File: config.mk
export PLATFORM = sky130hd
export DESIGN_NAME = handheld_io_register_block
export DESIGN_NICKNAME = d
export VERILOG_FILES = /design/src/rtl/hio_pkg.sv /design/src/rtl/hio_ram.sv /design/src/rtl/hio_state.sv /design/src/rtl/hio_resp.sv /design/src/rtl/handheld_io_register_block.sv
export SDC_FILE = /design/constraint.sdc
export NUM_CORES = 2
export LEC_CHECK = 0
export BUFFER_PORTS_ARGS = -buffer_cell sky130_fd_sc_hd__buf_2
export CAP_MARGIN = 20
export CORE_MARGIN = 3
export CORE_UTILIZATION = 41
export DETAILED_ROUTE_END_ITERATION = 7
export GPL_TIMING_DRIVEN = 0
export SLEW_MARGIN = 20
export SYNTH_ARGS = -nofsm -noshare
export SYNTH_HDL_FRONTEND = slang
export SYNTH_HIERARCHICAL = 1
export SYNTH_SLANG_ARGS = --single-unit
File: constraint.sdc
create_clock -name clock -period 3.4 [get_ports clock]
set_input_delay 0.17 -clock clock [delete_from_list [all_inputs] [get_ports clock]]
set_output_delay 0.17 -clock clock [all_outputs]
set_load 0.01 [all_outputs]
File: src/rtl/hio_pkg.sv
// Shared types, register offsets and decode helpers for the handheld I/O register block.
// No dependencies; hio_state, hio_resp and the top level import this package.

package hio_pkg;

   // operation codes
   localparam logic [1:0] OP_READ   = 2'd0;
   localparam logic [1:0] OP_WRITE  = 2'd1;
   localparam logic [1:0] OP_LOOKUP = 2'd2;

   // palette kinds for lookups
   localparam logic [2:0] KIND_MONO_BG   = 3'd0;
   localparam logic [2:0] KIND_MONO_OBJ0 = 3'd1;
   localparam logic [2:0] KIND_MONO_OBJ1 = 3'd2;
   localparam logic [2:0] KIND_COLOUR_BG = 3'd3;
   localparam logic [2:0] KIND_COLOUR_SP = 3'd4;

   // register offsets within the I/O window
   localparam logic [6:0] OFF_JOYPAD     = 7'h00;
   localparam logic [6:0] OFF_TIMER_CTRL = 7'h07;
   localparam logic [6:0] OFF_LCD_CTRL   = 7'h40;
   localparam logic [6:0] OFF_LCD_STAT   = 7'h41;
   localparam logic [6:0] OFF_LCD_Y      = 7'h44;
   localparam logic [6:0] OFF_BG_MAP     = 7'h47;
   localparam logic [6:0] OFF_OBJ0_MAP   = 7'h48;
   localparam logic [6:0] OFF_OBJ1_MAP   = 7'h49;
   localparam logic [6:0] OFF_VRAM_BANK  = 7'h4F;
   localparam logic [6:0] OFF_BG_INDEX   = 7'h68;
   localparam logic [6:0] OFF_BG_DATA    = 7'h69;
   localparam logic [6:0] OFF_SP_INDEX   = 7'h6A;
   localparam logic [6:0] OFF_SP_DATA    = 7'h6B;
   localparam logic [6:0] OFF_WRAM_BANK  = 7'h70;

   localparam logic [7:0] MONO_MAP_RESET = 8'hE4;

   typedef struct packed {
      logic [1:0] op;
      logic [6:0] reg_offset;
      logic [7:0] write_data;
      logic [2:0] palette_kind;
      logic [2:0] palette_number;
      logic [1:0] color_index;
      logic [7:0] button_states;
      logic [1:0] lcd_mode;
      logic       coincidence;
      logic [7:0] current_line;
   } hio_req_type;

   typedef struct packed {
      logic [7:0]  read_data;
      logic [4:0]  red;
      logic [4:0]  green;
      logic [4:0]  blue;
      logic        line_reset;
      logic [10:0] timer_period;
      logic        timer_halted;
      logic [2:0]  work_bank;
      logic        video_bank;
      logic [7:0]  lcd_control;
   } hio_rsp_type;

   // decoded side state kept in flops
   typedef struct packed {
      logic        direction_select;
      logic        button_select;
      logic [10:0] timer_period;
      logic        timer_halted;
      logic [2:0]  work_bank;
      logic        video_bank;
      logic [7:0]  mono_bg;
      logic [7:0]  mono_obj0;
      logic [7:0]  mono_obj1;
      logic        bg_auto_step;
      logic        sp_auto_step;
      logic [7:0]  bg_index;
      logic [7:0]  sp_index;
      logic [7:0]  lcd_control;
   } hio_state_type;

   localparam hio_state_type STATE_RESET = '{
      direction_select: 1'b0,
      button_select:    1'b0,
      timer_period:     11'd0,
      timer_halted:     1'b0,
      work_bank:        3'd0,
      video_bank:       1'b0,
      mono_bg:          MONO_MAP_RESET,
      mono_obj0:        MONO_MAP_RESET,
      mono_obj1:        MONO_MAP_RESET,
      bg_auto_step:     1'b0,
      sp_auto_step:     1'b0,
      bg_index:         8'd0,
      sp_index:         8'd0,
      lcd_control:      8'd0
   };

   // colour entries live in two halves: lo = {green[2:0], red}, hi = {blue, green[4:3]}
   typedef struct packed {
      logic       bg_lo_we;
      logic       bg_hi_we;
      logic       sp_lo_we;
      logic       sp_hi_we;
      logic [4:0] slot;
      logic [7:0] lo_data;
      logic [6:0] hi_data;
   } hio_palwr_type;

   typedef struct packed {
      logic [7:0] lo;
      logic       lo_valid;
      logic [6:0] hi;
      logic       hi_valid;
   } hio_palrd_type;

   function automatic logic [10:0] timer_period_decode(input logic [1:0] sel);
      logic [10:0] period;
      case (sel)
         2'd0:    period = 11'd1024;
         2'd1:    period = 11'd16;
         2'd2:    period = 11'd64;
         default: period = 11'd256;
      endcase
      return period;
   endfunction

   // assemble a 15-bit colour {blue, green, red}, substituting the grey reset value
   function automatic logic [14:0] colour_entry(input hio_palrd_type rd,
                                               input logic [1:0] entry);
      logic [7:0] lo;
      logic [6:0] hi;
      lo = rd.lo_valid ? rd.lo : {3'b000, entry, 3'b000};
      hi = rd.hi_valid ? rd.hi : {entry, 3'b000, entry};
      return {hi[6:2], hi[1:0], lo[7:5], lo[4:0]};
   endfunction

endpackage

File: src/rtl/hio_ram.sv
// Single-write, single-read memory with registered read data and per-entry written flags.
// Depends on nothing; the user substitutes the reset value of entries never written.

module hio_ram #(
   parameter int ADDR_W = 5,
   parameter int DATA_W = 8
) (
   input  logic              clock,
   input  logic              reset,
   input  logic              wr_en,
   input  logic [ADDR_W-1:0] wr_addr,
   input  logic [DATA_W-1:0] wr_data,
   input  logic [ADDR_W-1:0] rd_addr,
   output logic [DATA_W-1:0] rd_data,
   output logic              rd_valid
);

   localparam int DEPTH = 1 << ADDR_W;

   logic [DATA_W-1:0] mem [DEPTH];
   logic [DEPTH-1:0]  written_ff;
   logic [DATA_W-1:0] rd_data_ff;
   logic              rd_valid_ff;

   // write port and registered read port
   always_ff @(posedge clock) begin
      if (wr_en) begin
         mem[wr_addr] <= wr_data;
      end
      rd_data_ff <= mem[rd_addr];
   end

   // mark entries as written; reset drops every mark at once
   always_ff @(posedge clock) begin
      if (reset) begin
         written_ff  <= '0;
         rd_valid_ff <= 1'b0;
      end else begin
         if (wr_en) begin
            written_ff[wr_addr] <= 1'b1;
         end
         rd_valid_ff <= written_ff[rd_addr];
      end
   end

   assign rd_data  = rd_data_ff;
   assign rd_valid = rd_valid_ff;

endmodule

File: src/rtl/hio_state.sv
// Decoded side state (joypad select, timer, banks, mono maps, palette index registers)
// and the colour palette write commands. Depends on hio_pkg.

module hio_state import hio_pkg::*; #(
   parameter int COLOUR_PALETTES = 8
) (
   input  logic          clock,
   input  logic          reset,
   input  logic          accept,
   input  hio_req_type   req,
   output hio_state_type state,
   output hio_palwr_type palwr
);

   localparam logic [3:0] PAL_COUNT = 4'(COLOUR_PALETTES);

   hio_state_type state_ff;
   hio_state_type state_in;

   // decode a register write into new side state and palette writes
   always_comb begin
      state_in = state_ff;
      palwr    = '0;
      if (accept && req.op == OP_WRITE) begin
         case (req.reg_offset)
            OFF_JOYPAD: begin
               state_in.direction_select = ~req.write_data[4];
               state_in.button_select    = ~req.write_data[5];
            end
            OFF_TIMER_CTRL: begin
               state_in.timer_period = timer_period_decode(req.write_data[1:0]);
               state_in.timer_halted = ~req.write_data[2];
            end
            OFF_LCD_CTRL:  state_in.lcd_control = req.write_data;
            OFF_BG_MAP:    state_in.mono_bg     = req.write_data;
            OFF_OBJ0_MAP:  state_in.mono_obj0   = req.write_data;
            OFF_OBJ1_MAP:  state_in.mono_obj1   = req.write_data;
            OFF_VRAM_BANK: state_in.video_bank  = req.write_data[0];
            OFF_BG_INDEX: begin
               state_in.bg_index     = req.write_data;
               state_in.bg_auto_step = req.write_data[7];
            end
            OFF_SP_INDEX: begin
               state_in.sp_index     = req.write_data;
               state_in.sp_auto_step = req.write_data[7];
            end
            OFF_BG_DATA: begin
               palwr.slot     = state_ff.bg_index[5:1];
               palwr.lo_data  = req.write_data;
               palwr.hi_data  = req.write_data[6:0];
               if ({1'b0, state_ff.bg_index[5:3]} < PAL_COUNT) begin
                  palwr.bg_lo_we = ~state_ff.bg_index[0];
                  palwr.bg_hi_we = state_ff.bg_index[0];
               end
               if (state_ff.bg_auto_step) begin
                  state_in.bg_index[5:0] = state_ff.bg_index[5:0] + 6'd1;
               end
            end
            OFF_SP_DATA: begin
               palwr.slot     = state_ff.sp_index[5:1];
               palwr.lo_data  = req.write_data;
               palwr.hi_data  = req.write_data[6:0];
               if ({1'b0, state_ff.sp_index[5:3]} < PAL_COUNT) begin
                  palwr.sp_lo_we = ~state_ff.sp_index[0];
                  palwr.sp_hi_we = state_ff.sp_index[0];
               end
               if (state_ff.sp_auto_step) begin
                  state_in.sp_index[5:0] = state_ff.sp_index[5:0] + 6'd1;
               end
            end
            OFF_WRAM_BANK: begin
               state_in.work_bank = (req.write_data[2:0] == 3'd0) ? 3'd1
                                                                  : req.write_data[2:0];
            end
            default: begin
            end
         endcase
      end
   end

   // hold side state
   always_ff @(posedge clock) begin
      if (reset) begin
         state_ff <= STATE_RESET;
      end else begin
         state_ff <= state_in;
      end
   end

   assign state = state_ff;

endmodule

File: src/rtl/hio_resp.sv
// Result assembly: register read mux, palette lookup and the registered result beat.
// Depends on hio_pkg.

module hio_resp import hio_pkg::*; #(
   parameter int COLOUR_PALETTES = 8
) (
   input  logic          clock,
   input  logic          reset,
   input  logic          item_valid,
   input  hio_req_type   item,
   input  hio_state_type state,
   input  logic [7:0]    reg_rd_data,
   input  logic          reg_rd_valid,
   input  hio_palrd_type bg_rd,
   input  hio_palrd_type sp_rd,
   output logic          rsp_strobe,
   output hio_rsp_type   rsp_data
);

   localparam logic [3:0] PAL_COUNT = 4'(COLOUR_PALETTES);

   hio_rsp_type rsp_ff;
   hio_rsp_type rsp_in;
   logic        rsp_strobe_ff;
   logic [7:0]  stored_byte;
   logic [7:0]  read_byte;
   logic [7:0]  mono_map;
   logic [1:0]  shade;
   logic [4:0]  grey;
   logic [14:0] colour;
   logic        pal_ok;

   assign stored_byte = reg_rd_valid ? reg_rd_data : 8'd0;
   assign pal_ok      = {1'b0, item.palette_number} < PAL_COUNT;

   // register read mux
   always_comb begin
      case (item.reg_offset)
         OFF_JOYPAD: begin
            read_byte[3:0] = state.direction_select ? ~item.button_states[3:0]
                                                    : ~item.button_states[7:4];
            read_byte[4]   = ~state.direction_select;
            read_byte[5]   = ~state.button_select;
            read_byte[7:6] = 2'b00;
         end
         OFF_LCD_STAT:  read_byte = {stored_byte[7:3], item.coincidence, item.lcd_mode};
         OFF_LCD_Y:     read_byte = item.current_line;
         OFF_LCD_CTRL:  read_byte = state.lcd_control;
         OFF_VRAM_BANK: read_byte = {7'd0, state.video_bank};
         OFF_BG_INDEX:  read_byte = state.bg_index;
         OFF_SP_INDEX:  read_byte = state.sp_index;
         OFF_WRAM_BANK: read_byte = {5'd0, state.work_bank};
         default:       read_byte = stored_byte;
      endcase
   end

   // palette lookup
   always_comb begin
      case (item.palette_kind)
         KIND_MONO_OBJ0: mono_map = state.mono_obj0;
         KIND_MONO_OBJ1: mono_map = state.mono_obj1;
         default:        mono_map = state.mono_bg;
      endcase
      shade = mono_map[{item.color_index, 1'b0} +: 2];
      grey  = {shade, 3'b000};
      case (item.palette_kind)
         KIND_MONO_BG, KIND_MONO_OBJ0, KIND_MONO_OBJ1: colour = {grey, grey, grey};
         KIND_COLOUR_BG: colour = pal_ok ? colour_entry(bg_rd, item.color_index) : 15'd0;
         KIND_COLOUR_SP: colour = pal_ok ? colour_entry(sp_rd, item.color_index) : 15'd0;
         default:        colour = 15'd0;
      endcase
   end

   // build the result beat
   always_comb begin
      rsp_in              = '0;
      rsp_in.read_data    = (item.op == OP_READ) ? read_byte : 8'd0;
      if (item.op == OP_LOOKUP) begin
         rsp_in.red   = colour[4:0];
         rsp_in.green = colour[9:5];
         rsp_in.blue  = colour[14:10];
      end
      rsp_in.line_reset   = (item.op == OP_WRITE) && (item.reg_offset == OFF_LCD_Y);
      rsp_in.timer_period = state.timer_period;
      rsp_in.timer_halted = state.timer_halted;
      rsp_in.work_bank    = state.work_bank;
      rsp_in.video_bank   = state.video_bank;
      rsp_in.lcd_control  = state.lcd_control;
   end

   // register the result
   always_ff @(posedge clock) begin
      rsp_ff <= rsp_in;
   end

   always_ff @(posedge clock) begin
      if (reset) begin
         rsp_strobe_ff <= 1'b0;
      end else begin
         rsp_strobe_ff <= item_valid;
      end
   end

   assign rsp_strobe = rsp_strobe_ff;
   assign rsp_data   = rsp_ff;

endmodule

File: src/rtl/handheld_io_register_block.sv
// Top level of the handheld I/O register block: input register, register-byte memory,
// colour palette memories, side state and result stage. Depends on hio_pkg, hio_ram,
// hio_state and hio_resp.
//
//   channel   ports                     beat marked by
//   --------  ------------------------  -----------------------------
//   request   start, busy, req_data     start high while busy low
//   result    rsp_strobe, rsp_data      rsp_strobe high for one cycle
//
// One beat per cycle while busy is low; requests pass the input and the result registers.
// State, register bytes and palette entries change at the edge that takes the request,
// so the next request in the following cycle already sees them.
// busy is high only during reset; the memories need no clearing pass because each
// entry carries a written flag that reset drops.
// The result strobe cannot be held off.

module handheld_io_register_block import hio_pkg::*; #(
   parameter int REG_WINDOW      = 128,
   parameter int COLOUR_PALETTES = 8
) (
   input  logic        clock,
   input  logic        reset,
   input  logic        start,
   output logic        busy,
   input  hio_req_type req_data,
   output logic        rsp_strobe,
   output hio_rsp_type rsp_data
);

   localparam int REG_AW = $clog2(REG_WINDOW);
   localparam int PAL_AW = $clog2(COLOUR_PALETTES * 4);

   logic          accept;
   hio_req_type   item_ff;
   logic          item_valid_ff;
   hio_state_type state;
   hio_palwr_type palwr;
   logic [7:0]    reg_rd_data;
   logic          reg_rd_valid;
   hio_palrd_type bg_rd;
   hio_palrd_type sp_rd;
   logic [4:0]    lookup_slot;

   assign busy        = reset;
   assign accept      = start & ~busy;
   assign lookup_slot = {req_data.palette_number, req_data.color_index};

   // capture the request beat
   always_ff @(posedge clock) begin
      item_ff <= req_data;
   end

   always_ff @(posedge clock) begin
      if (reset) begin
         item_valid_ff <= 1'b0;
      end else begin
         item_valid_ff <= accept;
      end
   end

   hio_state #(
      .COLOUR_PALETTES(COLOUR_PALETTES)
   ) u_state (
      .clock  (clock),
      .reset  (reset),
      .accept (accept),
      .req    (req_data),
      .state  (state),
      .palwr  (palwr)
   );

   // raw register bytes of the I/O window
   hio_ram #(
      .ADDR_W(REG_AW),
      .DATA_W(8)
   ) u_reg_ram (
      .clock    (clock),
      .reset    (reset),
      .wr_en    (accept && req_data.op == OP_WRITE),
      .wr_addr  (REG_AW'(req_data.reg_offset)),
      .wr_data  (req_data.write_data),
      .rd_addr  (REG_AW'(req_data.reg_offset)),
      .rd_data  (reg_rd_data),
      .rd_valid (reg_rd_valid)
   );

   // background colour palettes, low and high halves
   hio_ram #(
      .ADDR_W(PAL_AW),
      .DATA_W(8)
   ) u_bg_lo_ram (
      .clock    (clock),
      .reset    (reset),
      .wr_en    (palwr.bg_lo_we),
      .wr_addr  (palwr.slot[PAL_AW-1:0]),
      .wr_data  (palwr.lo_data),
      .rd_addr  (lookup_slot[PAL_AW-1:0]),
      .rd_data  (bg_rd.lo),
      .rd_valid (bg_rd.lo_valid)
   );

   hio_ram #(
      .ADDR_W(PAL_AW),
      .DATA_W(7)
   ) u_bg_hi_ram (
      .clock    (clock),
      .reset    (reset),
      .wr_en    (palwr.bg_hi_we),
      .wr_addr  (palwr.slot[PAL_AW-1:0]),
      .wr_data  (palwr.hi_data),
      .rd_addr  (lookup_slot[PAL_AW-1:0]),
      .rd_data  (bg_rd.hi),
      .rd_valid (bg_rd.hi_valid)
   );

   // sprite colour palettes, low and high halves
   hio_ram #(
      .ADDR_W(PAL_AW),
      .DATA_W(8)
   ) u_sp_lo_ram (
      .clock    (clock),
      .reset    (reset),
      .wr_en    (palwr.sp_lo_we),
      .wr_addr  (palwr.slot[PAL_AW-1:0]),
      .wr_data  (palwr.lo_data),
      .rd_addr  (lookup_slot[PAL_AW-1:0]),
      .rd_data  (sp_rd.lo),
      .rd_valid (sp_rd.lo_valid)
   );

   hio_ram #(
      .ADDR_W(PAL_AW),
      .DATA_W(7)
   ) u_sp_hi_ram (
      .clock    (clock),
      .reset    (reset),
      .wr_en    (palwr.sp_hi_we),
      .wr_addr  (palwr.slot[PAL_AW-1:0]),
      .wr_data  (palwr.hi_data),
      .rd_addr  (lookup_slot[PAL_AW-1:0]),
      .rd_data  (sp_rd.hi),
      .rd_valid (sp_rd.hi_valid)
   );

   hio_resp #(
      .COLOUR_PALETTES(COLOUR_PALETTES)
   ) u_resp (
      .clock        (clock),
      .reset        (reset),
      .item_valid   (item_valid_ff),
      .item         (item_ff),
      .state        (state),
      .reg_rd_data  (reg_rd_data),
      .reg_rd_valid (reg_rd_valid),
      .bg_rd        (bg_rd),
      .sp_rd        (sp_rd),
      .rsp_strobe   (rsp_strobe),
      .rsp_data     (rsp_data)
   );

endmodule
==> flow_summary.toml <==
[timing]
setup_viol_count_final = 52
tightest_slew_ns = 1.31
layout_setup_ws_ns = -0.119
setup_tns_ns = -3.36
timing.final.crit_period_ns = 3.52
grt_setup_unrepaired = "yes"
max_freq_mhz = 284
drv_slew = 0
whs_ns = 0.0936
relSlewSlack = 0.107
fin_crit_sh = 1.04
hold_viol_final = 0
skew_ns = 0.0905

[routing]
detail-route-antenna-nets = 0
routed_wl_um = 242000
drc = 0
firstDrtPassIters = 7
num_vias = 49600
initialDrtViolationCount = 5563
post_drt_wl_per_cell_um = 27.9
avgViaCountPerCell = 5.72

[setup_path]
path_buf_inv = 4
critPathRequiredTime_ns = 4.14
reg2reg_depth = 4
crit_family = "buffers and inverters"
r2r_slack_ns = 0.15
crit_path_max_fanout = 12
cp.depth = 9
slowest_stage = "buf_1"
crit_path_end_kind = "register"
crit_chain = "buf_2 > buf_2 > buf_2 > buf_1 > mux2i_1 > a22oi_1 > nand2_1 > o22ai_1 > or4_1"
crit_top_cell = "buf_2"
critPathKind = "primary input to register"
startpoint_type = "primary input"
arrival_ns = 4.26
slowest_delay_ns = 0.88

[power_and_ir_drop]
totalPowerFinal_w = 0.0614
static-leakage-power_nw = 33.4
p_per_area_nw_per_um2 = 575
vdd_drop_max_mv = 0.568

[global_routing]
grt_pass1_vias = 49100
grt_use_total = 0.207
gr-total-overflow = 0
antenna_found_initial = 16
grt_pass1_wl_um = 351000
grt_max_degree = 88

[clock_tree]
cts-root-buf = "clkbuf_16"
cts_buffers = 241
clk_pin_slew_ns = 0.06
cts.sinks = 2425
cts_buffer_depth = 3
cts_tree = "yes"
htree_levels = 4
clkLatencyLatePin_ns = 0.88

[die]
die-area_um2 = 233000
die-width_um = 482
core_area_um2 = 225000
io_pins = 97
dieHeight_um = 482
initial_utilization = 0.413
rows = 174

[outcome]
status = "finished, violations left"
violations = "negative setup slack"

[place]
io_buffers = 95
hpwlAfterDp_um = 159000
dp_cells = 8121
gp_congestion = 0.915

[finish]
fin_nets = 5502
n_fill_cell = 18800
layout-drive-gt1-share = 0.246
final_cells = 8668
syn2layout_area_growth_pct = 14.8

[synth]
syn_area_um2 = 93000
avgSynthCellArea_um2 = 18.6
ys_warn_count = 6
synthCells = 5012

[worst_hold_path]
min_path_cells = 3
hold_path.class = "primary input to register"

[flow_run]
maxCapViolations = 0
## flip-flops by register name, summed over array words and instances (netlist names), 7 cells and up
name and cells:
u_reg_ram/written_ff 128, item_ff 33, u_sp_hi_ram/mem 224, u_sp_hi_ram/rd_data 7
u_bg_lo_ram/mem 256, u_bg_hi_ram/mem 224, u_sp_lo_ram/rd_data 8, u_bg_lo_ram/rd_data 8
u_state/state 59, u_sp_lo_ram/mem 256, u_bg_hi_ram/rd_data 7, u_reg_ram/rd_data 8
u_bg_lo_ram/written_ff 32, u_sp_lo_ram/written_ff 32, u_sp_hi_ram/written_ff 32, u_reg_ram/mem 1024
u_resp/rsp_data 48, u_bg_hi_ram/written_ff 32
## power breakdown
group	internal [W]	leakage, nW	total, W	switching [W]
Combinational	0.00103	8.82	0.00267	0.00164
Sequential	0.0320	20.6	0.0320	0.0000507
Clock	0.0154	3.93	0.0268	0.0114
## area by class of cell
type,count,area [µm²],share of cell area
Timing Repair Buffer,192,1690,0.0158
Buffer,284,1450,0.0136
Clock inverter,149,1570,0.0147
Sequential cell,2425,68400,0.641
Multi-Input combinational cell,2283,23300,0.218
Clock buffer,308,6490,0.0608
Inverter,26,97.6,0.000914
Antenna cell,9,22.5,0.000211
Tap cell,2992,3740,0.0351
## layer usage
layer | track usage | vias up | wire length, µm
met3 | 0.0393 | 417 | 17700
met1 | 0.289 | 26300 | 101000
met5 | 0 | - | 13
met4 | 0.0611 | 2 | 7710
li1 | - | 20800 | -
met2 | 0.331 | 2016 | 116000
## final timing paths
check / to / startpoint
setup / recovery: u_reg_ram/rd_data[5] / req_data[37]
hold / removal: u_bg_hi_ram/written_ff[31] / reset
setup reg to reg: u_bg_lo_ram/mem[20][6] / u_state/state[16]
hold reg to reg: u_resp/rsp_data[1] / u_state/state[1]
## metrics by stage
step | setup WS, ns | instance area [µm²] | utilization
after floorplan | 0.188 | 93000 | -
after global placement | -3.11 | 97200 | 0.432
final | -0.119 | 107000 | 0.474
after detailed placement | -1.38 | 97700 | 0.434
after global routing | -0.204 | 107000 | 0.474
after CTS | -0.0124 | 107000 | 0.473
## worst min-delay path, delay by kind of cell
family | cells | cell delay [ns]
simple gates | 1 | 0.11
buf+inv | 2 | 0.63
## cells in the final DEF (no fill, tap or decap), types with 24 or more instances in the layout
cell,n
buf_1,28
inv_1,25
clkinv_2,53
edfxtp_1,1984
nor2b_1,24
dlygate4sd3_1,70
buf_2,144
nand3_1,52
nand2_1,125
dfxtp_1,441
buf_6,27
clkbuf_1,176
clkbuf_16,243
a21oi_1,45
clkinv_1,41
mux4_2,623
nor2_1,788
buf_4,55
nor2_2,66
mux2i_1,145
mux2_2,27
bufinv_16,24
nand3b_1,31
a22oi_1,66
## what timing repair did
item	4_1_cts	5_1_grt
hold buffers	69	1
setup endpoints to repair	91	431
setup buffers	0	6
endpoints found under the hold margin	661	1
cloned	0	0
pin swaps	0	2
gates resized for setup	15	49
Power figures use the tool's default switching activity.
